[config.mk]
export PLATFORM = sky130hd
export DESIGN_NAME = sync_length_word_deframer_core
export DESIGN_NICKNAME = d
export VERILOG_FILES = /design/src/rtl/sldf_pkg.sv /design/src/rtl/sldf_out_buf.sv /design/src/rtl/sync_length_word_deframer_core.sv
export SDC_FILE = /design/constraint.sdc
export NUM_CORES = 1
export LEC_CHECK = 0
export ABC_AREA = 1
export BUFFER_PORTS_ARGS = -buffer_cell sky130_fd_sc_hd__buf_4
export CAP_MARGIN = 20
export CORE_MARGIN = 3
export CORE_UTILIZATION = 35
export DETAILED_ROUTE_END_ITERATION = 6
export GPL_TIMING_DRIVEN = 1
export PLACE_DENSITY = 0.64
export SETUP_SLACK_MARGIN = 0.1
export SYNTH_ARGS = -nofsm -noshare
export SYNTH_HDL_FRONTEND = slang
export SYNTH_SLANG_ARGS = --single-unit
[constraint.sdc]
create_clock -name i_clk -period 8.3 [get_ports i_clk]
set_input_delay 0.83 -clock i_clk [delete_from_list [all_inputs] [get_ports i_clk]]
set_output_delay 0.83 -clock i_clk [all_outputs]
set_load 0.05 [all_outputs]
[src/rtl/sldf_pkg.sv]
`default_nettype none
// ----------------------------------------------------------------------------
// sldf_pkg
// Types and constants shared by the sync/length word deframer.
// ----------------------------------------------------------------------------
package sldf_pkg;

    localparam logic [7:0] SYNC_FIRST  = 8'hFA;
    localparam logic [7:0] SYNC_SECOND = 8'hF3;

    localparam int MAX_WORDS_DEF = 64;
    localparam int CFG_W         = 7;
    localparam int INDEX_W       = 6;
    localparam int TOTAL_W       = 7;
    localparam int COUNT_W       = 32;
    localparam int WORD_W        = 64;
    localparam int BYTE_W        = 8;
    localparam int POS_W         = 3;

    localparam logic [CFG_W-1:0] MAX_WORDS_RST = 7'd64;

    localparam logic [POS_W-1:0] COUNT_LAST_POS = 3'd3;
    localparam logic [POS_W-1:0] WORD_LAST_POS  = 3'd7;

    typedef enum logic [1:0] {
        PH_HUNT,
        PH_SYNC2,
        PH_COUNT,
        PH_DATA
    } t_phase;

    typedef enum logic {
        KIND_DATA      = 1'b0,
        KIND_COUNT_ERR = 1'b1
    } t_kind;

    typedef struct packed {
        t_kind               kind;
        logic [INDEX_W-1:0]  word_index;
        logic [WORD_W-1:0]   data_word;
        logic [COUNT_W-1:0]  frame_count;
        logic                last;
    } t_result;

endpackage : sldf_pkg
`default_nettype wire

[src/rtl/sldf_out_buf.sv]
`default_nettype none
// ----------------------------------------------------------------------------
// sldf_out_buf
// Two-entry output stage: an output register with a skid register behind it,
// so the deframer keeps taking bytes while a result waits downstream.
// ----------------------------------------------------------------------------
module sldf_out_buf
    import sldf_pkg::*;
(
    input  wire logic    i_clk,
    input  wire logic    i_rst_n,
    input  wire logic    i_push,
    input  wire t_result i_data,
    output logic         o_space,
    output logic         o_valid,
    input  wire logic    i_ready,
    output t_result      o_data
);

    logic    r_out_valid;
    logic    r_skid_valid;
    t_result r_out;
    t_result r_skid;
    logic    w_take;

    assign w_take  = r_out_valid & i_ready;
    assign o_space = ~r_skid_valid;
    assign o_valid = r_out_valid;
    assign o_data  = r_out;

    always_ff @(posedge i_clk) begin
        if (!i_rst_n) begin
            r_out_valid  <= 1'b0;
            r_skid_valid <= 1'b0;
        end else if (r_skid_valid) begin
            // Input side is stalled while the skid register is occupied.
            if (w_take) begin
                r_skid_valid <= 1'b0;
            end
        end else if (i_push) begin
            if (r_out_valid && !w_take) begin
                r_skid_valid <= 1'b1;
            end else begin
                r_out_valid <= 1'b1;
            end
        end else if (w_take) begin
            r_out_valid <= 1'b0;
        end
    end

    always_ff @(posedge i_clk) begin
        if (r_skid_valid) begin
            if (w_take) begin
                r_out <= r_skid;
            end
        end else if (i_push) begin
            if (r_out_valid && !w_take) begin
                r_skid <= i_data;
            end else begin
                r_out <= i_data;
            end
        end
    end

endmodule : sldf_out_buf
`default_nettype wire

[src/rtl/sync_length_word_deframer_core.sv]
`default_nettype none
// A completed result goes into the output register, or the skid register if full.
// Throughput: one byte per cycle; the per-byte shift and compare in the phase
// logic sets this, and ready drops only while both output registers hold words.
// Reset: synchronous, active low; returns to sync hunting, clears the counters,
// sets max_words to 64 and empties the output stage.
// ----------------------------------------------------------------------------
// sync_length_word_deframer_core
// Hunts for the two sync bytes, reads a big-endian word count and emits the
// following 64-bit words, a count error above the limit, or nothing for zero.
// ----------------------------------------------------------------------------
module sync_length_word_deframer_core
    import sldf_pkg::*;
#(
    parameter int MAX_WORDS = MAX_WORDS_DEF
) (
    input  wire logic               i_clk,
    input  wire logic               i_rst_n,
    input  wire logic               i_cfg_valid,
    output logic                    o_cfg_ready,
    input  wire logic [CFG_W-1:0]   i_cfg_data,
    input  wire logic               i_valid,
    output logic                    o_ready,
    input  wire logic [BYTE_W-1:0]  i_rx_byte,
    output logic                    o_valid,
    input  wire logic               i_ready,
    output logic                    o_kind,
    output logic [INDEX_W-1:0]      o_word_index,
    output logic [WORD_W-1:0]       o_data_word,
    output logic [COUNT_W-1:0]      o_frame_count,
    output logic                    o_last
);

    localparam logic [CFG_W-1:0] LIMIT_CAP = CFG_W'(MAX_WORDS);

    t_phase              r_phase, n_phase;
    logic [POS_W-1:0]    r_pos, n_pos;
    logic [COUNT_W-1:0]  r_count, n_count;
    logic [WORD_W-1:0]   r_word, n_word;
    logic [TOTAL_W-1:0]  r_total, n_total;
    logic [INDEX_W-1:0]  r_counter, n_counter;
    logic [CFG_W-1:0]    r_max_words;

    logic                w_accept;
    logic [CFG_W-1:0]    w_limit;
    logic [COUNT_W-1:0]  w_count_next;
    logic [WORD_W-1:0]   w_word_next;
    logic                w_over;
    logic                w_zero;
    logic                w_fin;
    logic                w_push;
    t_result             w_res;
    t_result             w_out;

    assign o_cfg_ready = 1'b1;
    assign w_accept    = i_valid & o_ready;

    always_ff @(posedge i_clk) begin
        if (!i_rst_n) begin
            r_max_words <= MAX_WORDS_RST;
        end else if (i_cfg_valid) begin
            r_max_words <= i_cfg_data;
        end
    end

    assign w_limit      = (r_max_words > LIMIT_CAP) ? LIMIT_CAP : r_max_words;
    assign w_count_next = {r_count[COUNT_W-BYTE_W-1:0], i_rx_byte};
    assign w_word_next  = {r_word[WORD_W-BYTE_W-1:0], i_rx_byte};
    assign w_over       = w_count_next > COUNT_W'(w_limit);
    assign w_zero       = w_count_next == '0;
    assign w_fin        = ({1'b0, r_counter} + TOTAL_W'(1)) >= r_total;

    // Next phase.
    always_comb begin
        n_phase = r_phase;
        if (w_accept) begin
            case (r_phase)
                PH_HUNT: begin
                    if (i_rx_byte == SYNC_FIRST) n_phase = PH_SYNC2;
                end
                PH_SYNC2: begin
                    n_phase = (i_rx_byte == SYNC_SECOND) ? PH_COUNT : PH_HUNT;
                end
                PH_COUNT: begin
                    if (r_pos == COUNT_LAST_POS) begin
                        n_phase = (w_over || w_zero) ? PH_HUNT : PH_DATA;
                    end
                end
                PH_DATA: begin
                    if (r_pos == WORD_LAST_POS && w_fin) n_phase = PH_HUNT;
                end
                default: n_phase = PH_HUNT;
            endcase
        end
    end

    // Datapath and result.
    always_comb begin
        n_pos              = r_pos;
        n_count            = r_count;
        n_word             = r_word;
        n_total            = r_total;
        n_counter          = r_counter;
        w_push             = 1'b0;
        w_res.kind         = KIND_DATA;
        w_res.word_index   = r_counter;
        w_res.data_word    = w_word_next;
        w_res.frame_count  = r_count;
        w_res.last         = w_fin;
        if (w_accept) begin
            case (r_phase)
                PH_HUNT: begin
                end
                PH_SYNC2: begin
                    n_pos     = '0;
                    n_counter = '0;
                    if (i_rx_byte == SYNC_SECOND) n_count = '0;
                end
                PH_COUNT: begin
                    n_count = w_count_next;
                    if (r_pos != COUNT_LAST_POS) begin
                        n_pos = r_pos + POS_W'(1);
                    end else begin
                        n_pos     = '0;
                        n_counter = '0;
                        if (w_over) begin
                            w_push            = 1'b1;
                            w_res.kind        = KIND_COUNT_ERR;
                            w_res.word_index  = '0;
                            w_res.data_word   = '0;
                            w_res.frame_count = w_count_next;
                            w_res.last        = 1'b1;
                        end else if (!w_zero) begin
                            // Not above the limit, so the count fits the total.
                            n_total = w_count_next[TOTAL_W-1:0];
                        end
                    end
                end
                PH_DATA: begin
                    n_word = w_word_next;
                    if (r_pos != WORD_LAST_POS) begin
                        n_pos = r_pos + POS_W'(1);
                    end else begin
                        w_push    = 1'b1;
                        n_pos     = '0;
                        n_counter = w_fin ? '0 : r_counter + INDEX_W'(1);
                    end
                end
                default: begin
                    n_pos     = '0;
                    n_counter = '0;
                end
            endcase
        end
    end

    always_ff @(posedge i_clk) begin
        if (!i_rst_n) begin
            r_phase   <= PH_HUNT;
            r_pos     <= '0;
            r_count   <= '0;
            r_total   <= '0;
            r_counter <= '0;
        end else begin
            r_phase   <= n_phase;
            r_pos     <= n_pos;
            r_count   <= n_count;
            r_total   <= n_total;
            r_counter <= n_counter;
        end
    end

    always_ff @(posedge i_clk) begin
        r_word <= n_word;
    end

    sldf_out_buf u_out_buf (
        .i_clk   (i_clk),
        .i_rst_n (i_rst_n),
        .i_push  (w_push),
        .i_data  (w_res),
        .o_space (o_ready),
        .o_valid (o_valid),
        .i_ready (i_ready),
        .o_data  (w_out)
    );

    assign o_kind        = w_out.kind;
    assign o_word_index  = w_out.word_index;
    assign o_data_word   = w_out.data_word;
    assign o_frame_count = w_out.frame_count;
    assign o_last        = w_out.last;

    // A stalled input means both output registers are full.
    a_stall_has_out: assert property (@(posedge i_clk) disable iff (!i_rst_n)
        !o_ready |-> o_valid)
        else $error("input stalled with an empty output register");

    a_err_is_last: assert property (@(posedge i_clk) disable iff (!i_rst_n)
        (o_valid && o_kind) |-> (o_last && o_data_word == '0 && o_word_index == '0))
        else $error("count error word is malformed");

    a_data_total: assert property (@(posedge i_clk) disable iff (!i_rst_n)
        (r_phase == PH_DATA) |-> (r_total != '0 && r_total <= LIMIT_CAP))
        else $error("data phase with a word total outside the limit");

    a_index_bound: assert property (@(posedge i_clk) disable iff (!i_rst_n)
        (r_phase == PH_DATA) |-> ({1'b0, r_counter} < r_total))
        else $error("word counter ran past the frame total");

endmodule : sync_length_word_deframer_core
`default_nettype wire
### Word-level counts from Yosys, hierarchy flattened

Cells that the tools add are included.

* memories kept: 0
* input bits: 20
* output and inout bits: 107
* bits in writable memories: 0
* bits in latches: 0
* register bits after elaboration: 323
* bits in read-only memories: 0
* word-level logic and storage cells: 104

* reductions and logical operators: 19
* divide/modulo/power cells: 0
* shift-type cells: 0
* eq/ne operators: 18
* $mul: 0
* muxes and demuxes: 36
* bitwise operators: 6
* add/sub/neg operators: 3
* $lt $le $gt $ge: 3

Operator list (count)
* 2-to-1 mux 104 bit: 8
* one-hot mux 32 bit (2 select lines): 1
* greater-than comparator 32 x 7 -> 1 bit: 1
* logical NOT 32 bit: 1
* 2-to-1 mux 32 bit: 1
* 2-to-1 mux 6 bit: 3
* one-hot mux 6 bit (3 select lines): 1
* equality test 8 bit, second input constant: 2
* inequality test 2 bit, second input constant: 8
* AND reduction 3 bit: 4
* 2-to-1 mux 1 bit: 11
* 2-to-1 mux 2 bit: 5
* one-hot mux 3 bit (3 select lines): 1
* one-hot mux 2 bit (4 select lines): 1
* AND reduction 4 bit: 2
* adder 6 x 1 -> 7 bit, second input constant: 1
* greater-or-equal comparator 7 bit: 1
* greater-than comparator 7 bit, second input constant: 1
* 2-to-1 mux 7 bit: 1
* adder 6 x 1 -> 6 bit, second input constant: 1
* 2-to-1 mux 3 bit: 2
* nonzero test 2 bit: 3
* AND reduction 5 bit: 1
* equality test 2 bit, second input constant: 2
* other kinds (16): 22

### Depth between registers and ports, before layout

* word-level depth: 10
* gate-level depth with buffers: 18
* mapped depth without buffers: 17

### By module

A second synthesis with hierarchy kept.

* cells, all modules: 1289
* area total of the unflattened synthesis: 13240.2 sq um

Modules (own cells, without submodules)
* sldf_out_buf: instances 1, sequential area each 6286.0 sq um, cells an instance 564, area an instance 7691.1 sq um
* sync_length_word_deframer_core: instances 1, sequential area each 2822.7 sq um, cells an instance 725, area an instance 5549.1 sq um

### Least setup slack after synthesis

No wires, ideal clock.

* path type: input to register
* start: input i_rx_byte[6]
* end: register u_out_buf.r_out, in the netlist u_out_buf.o_data[0], enable pin
* setup slack: 0.962 ns
* stages on the path: 9
* setup time: 0.603 ns
* buffers on the path: 0
* data arrival time: 6.735 ns
* data required time: 7.697 ns
* cell sequence: ha_1 > nand2_1 > nor2_2 > nand2_1 > nand3_1 > nand3_1 > nand2_1 > nand2_1 > o22ai_1

* word-level cells in the longest chain between the ends: 7

Ends and longest elaborated chain
* start: declaration: RTL line sync_length_word_deframer_core.sv:24 `input wire logic [BYTE_W-1:0] i_rx_byte,`
* greater-than comparator 32 x 7 -> 1 bit: RTL line sync_length_word_deframer_core.sv:69 `assign w_over = w_count_next > COUNT_W'(w_limit);`
* 2-to-1 mux 1 bit: RTL line sync_length_word_deframer_core.sv:126 `if (w_over) begin`
* 2-to-1 mux 1 bit: RTL line sync_length_word_deframer_core.sv:121 `if (r_pos != COUNT_LAST_POS) begin`
* one-hot mux 1 bit (2 select lines): RTL line sync_length_word_deframer_core.sv:111 `case (r_phase)`
* 2-to-1 mux 1 bit: RTL line sync_length_word_deframer_core.sv:110 `if (w_accept) begin`
* nonzero test 2 bit (no source line)
* AND reduction 3 bit (no source line)
* end signal: assignment: RTL line sldf_out_buf.sv:54 `r_out <= r_skid;`
* end signal: assignment: RTL line sldf_out_buf.sv:60 `r_out <= i_data;`
* end: declaration: RTL line sldf_out_buf.sv:22 `t_result r_out;`

Every way passes these cells.
A chain may end at the register's enable or synchronous reset.

### Worst setup path after layout

* start: register r_pos[0]
* end: register u_out_buf.r_out, in the netlist u_out_buf.o_data[23], enable pin

* word-level cells in the longest chain between the ends: 6
* elaborated cells on any way between the ends: 8
* classes of those cells: eq/ne (2); mux (4); reduce/logical (2)

Ends and longest elaborated chain
* start: declaration: RTL line sync_length_word_deframer_core.sv:37 `logic [POS_W-1:0] r_pos, n_pos;`
* start signal: assignment: RTL line sync_length_word_deframer_core.sv:166 `r_pos <= n_pos;`
* inequality test 3 bit or inequality test 3 x 2 -> 1 bit (tied branches): RTL line sync_length_word_deframer_core.sv:141, sync_length_word_deframer_core.sv:121
* 2-to-1 mux 1 bit, on equally long branches: RTL line sync_length_word_deframer_core.sv:141, sync_length_word_deframer_core.sv:121
* one-hot mux 1 bit (2 select lines) *: RTL line sync_length_word_deframer_core.sv:111
* 2-to-1 mux 1 bit *: RTL line sync_length_word_deframer_core.sv:110
* nonzero test 2 bit (no source line) *
* AND reduction 3 bit (no source line) *

Every way passes the cells marked *; elsewhere a longest branch is shown, timed or not.

==> out/metrics.csv <==
stage,metric,value,unit
status,status,"finished, final reports clean",
placed_design,IO Port Bufs,125,
power,Flop pwr share,0.519,
setup_path,kind of critical path,reg -> reg,
cts,Post-CTS Setup Bufs,0,
setup_path,crit-path max FO,61,
grt,GRT overflow,0,
grt,vias in the first global route,8592,
placed_design,pre-CTS setup slack,4090,ps
floorplanning,initial core utilization,0.357,
logic_synthesis,top cell type by total area after synthesis,edfxtp_1,
final_layout,layout cell share with drive strength beyond 1,0.149,
floorplanning,Rows,71,
logic_synthesis,post-synth cell types,34,
final_layout,Antenna Cells,0,
logic_synthesis,Mapped Cells,1301,
setup_path,Critical Path Sink,u_out_buf.o_data[23],
logic_synthesis,top_reg_cell synth,edfxtp_1,
sta,Worst Tran Pin Value,1060,ps
logic_synthesis,number of synthesized flops with an enable pin,264,
power,P per Cell Area,209,nW/µm²
sta,slew margin rel.,0.288,
setup_path,CP Capture Type,flip-flop,
sta,Tmin final,4200,ps
placed_design,dpl hpwl,19.4,mm
sta,RSZ-0062 raised after global routing,no,
cts,CTS H-tree depth,2,
sta,Hold Slack,447,ps
final_layout,nets,1453,
logic_synthesis,Synth top cells by count,"429 x nand2_1, 264 x edfxtp_1, 129 x inv_1",
grt,first-pass GRT wire length,47.3,mm
setup_path,Worst R2R Start,r_pos[0],
routing,vias per cell,4.61,
routing,drt first pass iters,5,
setup_path,Worst Setup SP,r_pos[0],
power,Net Switching,698,µW
logic_synthesis,warnings from Yosys,0,
power,Pleak,0.00632,µW
setup_path,CP Launch Type,flip-flop,
routing,Detailed Route WL,29.6,mm
power,switching share of total power,0.208,
floorplanning,IO Pins,127,
placed_design,routability cong.,0.798,
sta,Clock Skew,22.9,ps
cts,clock sink count,323,
power,Clock power frac,0.456,
cts,Root Driver,clkbuf_16,
routing,DR WL/cell,15.2,µm
sta,final worst slack,4100,ps
floorplanning,Core Box Area,37800,µm²
logic_synthesis,syn_nets,1340,
routing,DR iter-0 viols,735,
final_layout,fill count,3606,
setup_path,Worst Path Required,8430,ps
power,combinational share of power,0.024,
logic_synthesis,Mapped Area,13500,µm²
routing,DRC errors left,0,
sta,"Slew Viols, Final",0,
floorplanning,die height,202,µm
cts,TritonCTS buffer count,36,
logic_synthesis,post-synthesis sequential area ratio,0.677,
power,Int Pwr,2650,µW
floorplanning,Die X,202,µm
grt,gr usage total,0.144,
setup_path,r2r setup slk,4100,ps
cts,post_cts resized,0,
sta,final setup fails,0,
cts,"Hold-fix buffers, CTS",0,
sta,Tcrit/Tclk final,0.505,
logic_synthesis,"flops & latches, synth",323,
cts,Clock Tree Buf Depth,3,
setup_path,worst r2r path cells,10,
logic_synthesis,most common cell in the netlist,nand2_1,
logic_synthesis,post-synthesis async set-or-reset flop share,0,
grt,largest net degree at the start of global routing,103,
logic_synthesis,area share of the leading cell type in the synthesized netlist,0.589,
sta,fmax,238,MHz
power,peak supply drop,103,µV
flow_run,max-cap violations,0,
sta,"Hold Violations, Final",0,
worst_hold_path,Hold Crit Class,reg -> reg,
routing,"antenna viol nets, final",0,
cts,register clock-pin slew on the reported worst setup and hold paths,60,ps
logic_synthesis,mean post-synth cell area,10.3,µm²
setup_path,Worst Path Arrival,4330,ps
cts,clock latency on the worst-skew pair,530,ps
setup_path,end of the worst register-to-register path,u_out_buf.o_data[23],
logic_synthesis,Synth area leaders,"edfxtp_1 59%, nand2_1 12%, dfxtp_1 8.8%, o21ai_0 3.9%, inv_1 3.6%",
cts,CTS tree,built,
final_layout,Layout area overhead,19.2,%
floorplanning,DIE AREA,40900,µm²
grt,antenna violations before repair,0,
worst_hold_path,Worst Hold Launch,r_word[20],
sta,setup TNS,0,ps
routing,vias,8993,
## placed cells by master, fill, tap and decap left out, types with 4 or more instances in the layout
| cell | synthesis | routed |
|---|---|---|
| buf_4 | 1 | 133 |
| clkbuf_16 | 0 | 38 |
| ha_1 | 19 | 19 |
| edfxtp_1 | 264 | 264 |
| nand3_1 | 34 | 34 |
| and2_1 | 15 | 15 |
| dfxtp_1 | 59 | 58 |
| nand4_1 | 18 | 18 |
| clkbuf_1 | 38 | 5 |
| o21ai_1 | 23 | 23 |
| o21ai_0 | 105 | 105 |
| inv_2 | 15 | 15 |
| inv_1 | 129 | 128 |
| a211oi_1 | 4 | 4 |
| nand2_1 | 429 | 429 |
| xor2_1 | 4 | 4 |
| nor3_1 | 5 | 5 |
| clkinv_1 | 0 | 6 |
| nor2_1 | 53 | 52 |
| a21oi_1 | 48 | 48 |
## power groups by stage
stage	Clock (µW)	Sequential, µW	Combinational (µW)
floorplan	0	1770	53.2
global placement	0	1780	77.8
detailed placement	0	1780	79.1
CTS	1570	1740	79.5
global route	1640	1740	90.4
finish	1530	1740	81.2
## stage by stage
step	total power [µW]	std cells	utilization	area, µm²
3_3_place_gp	1850	1886	0.394	14900
3_5_place_dp	1850	1886	0.394	14900
2_1_floorplan	1830	1301	-	13500
5_1_grt	3470	1950	0.425	16000
6_report	3350	1950	0.425	16000
4_1_cts	3390	1949	0.424	16000
## worst min path at each step
stage,to,slack (ps),cells past startpoint
after floorplan,r_word[10],430,0
after global placement,r_word[28],430,0
after detailed placement,r_word[28],430,0
after CTS,r_word[28],440,0
after global routing,r_word[33],460,0
final,r_word[28],450,0
## routing by layer
metal,vias to the layer above,routed length [µm],track usage
met5,-,0,0
met4,0,614,0.0389
met2,219,13700,0.228
li1,4549,-,-
met1,4182,13900,0.205
met3,43,1470,0.0264
## worst max-delay path, cell delays in order, from the launching register on
cell and delay, ps:
dfxtp_1 360, ha_1 210, ha_1 810, inv_1 190, nor2_4 460, nand3_1 140, nand2_1 100, nand2_1 110
o22ai_4 140, buf_4 510, buf_4 730
## sequential cells by signal, indices dropped and copies added, names as in the netlist
signal	flops
u_out_buf.r_skid_valid	1
r_phase	2
u_out_buf.o_valid	1
r_pos	3
r_total	7
r_max_words	7
u_out_buf.o_data	104
u_out_buf.r_skid	104
r_counter	6
r_count	32
r_word	56
## cell type report
cell class | instances | area, µm² | area share
flip-flops and latches | 323 | 9110 | 0.568
multi-input cells | 775 | 3570 | 0.222
repair buffers | 134 | 1030 | 0.0639
clock buffers | 46 | 1000 | 0.0625
well taps | 511 | 639 | 0.0398
inverters | 144 | 543 | 0.0338
clock inverters | 17 | 155 | 0.00967
## logic make-up (layout without fill, tap and decap cells)
| kind of cell | Yosys count | count (layout) | synth area share |
|---|---|---|---|
| xor gates and xnor gates | 4 | 4 | 0.00260 |
| DFF | 323 | 323 | 0.677 |
| AOI/OAI and AO/OA | 185 | 185 | 0.0706 |
| other | 1 | 1 | 0.000279 |
| adders and majority gates | 19 | 19 | 0.0177 |
| and+or+nand+nor | 566 | 566 | 0.172 |
| buffers and inverters | 203 | 341 | 0.0598 |
(Power assumes the default switching activity.)
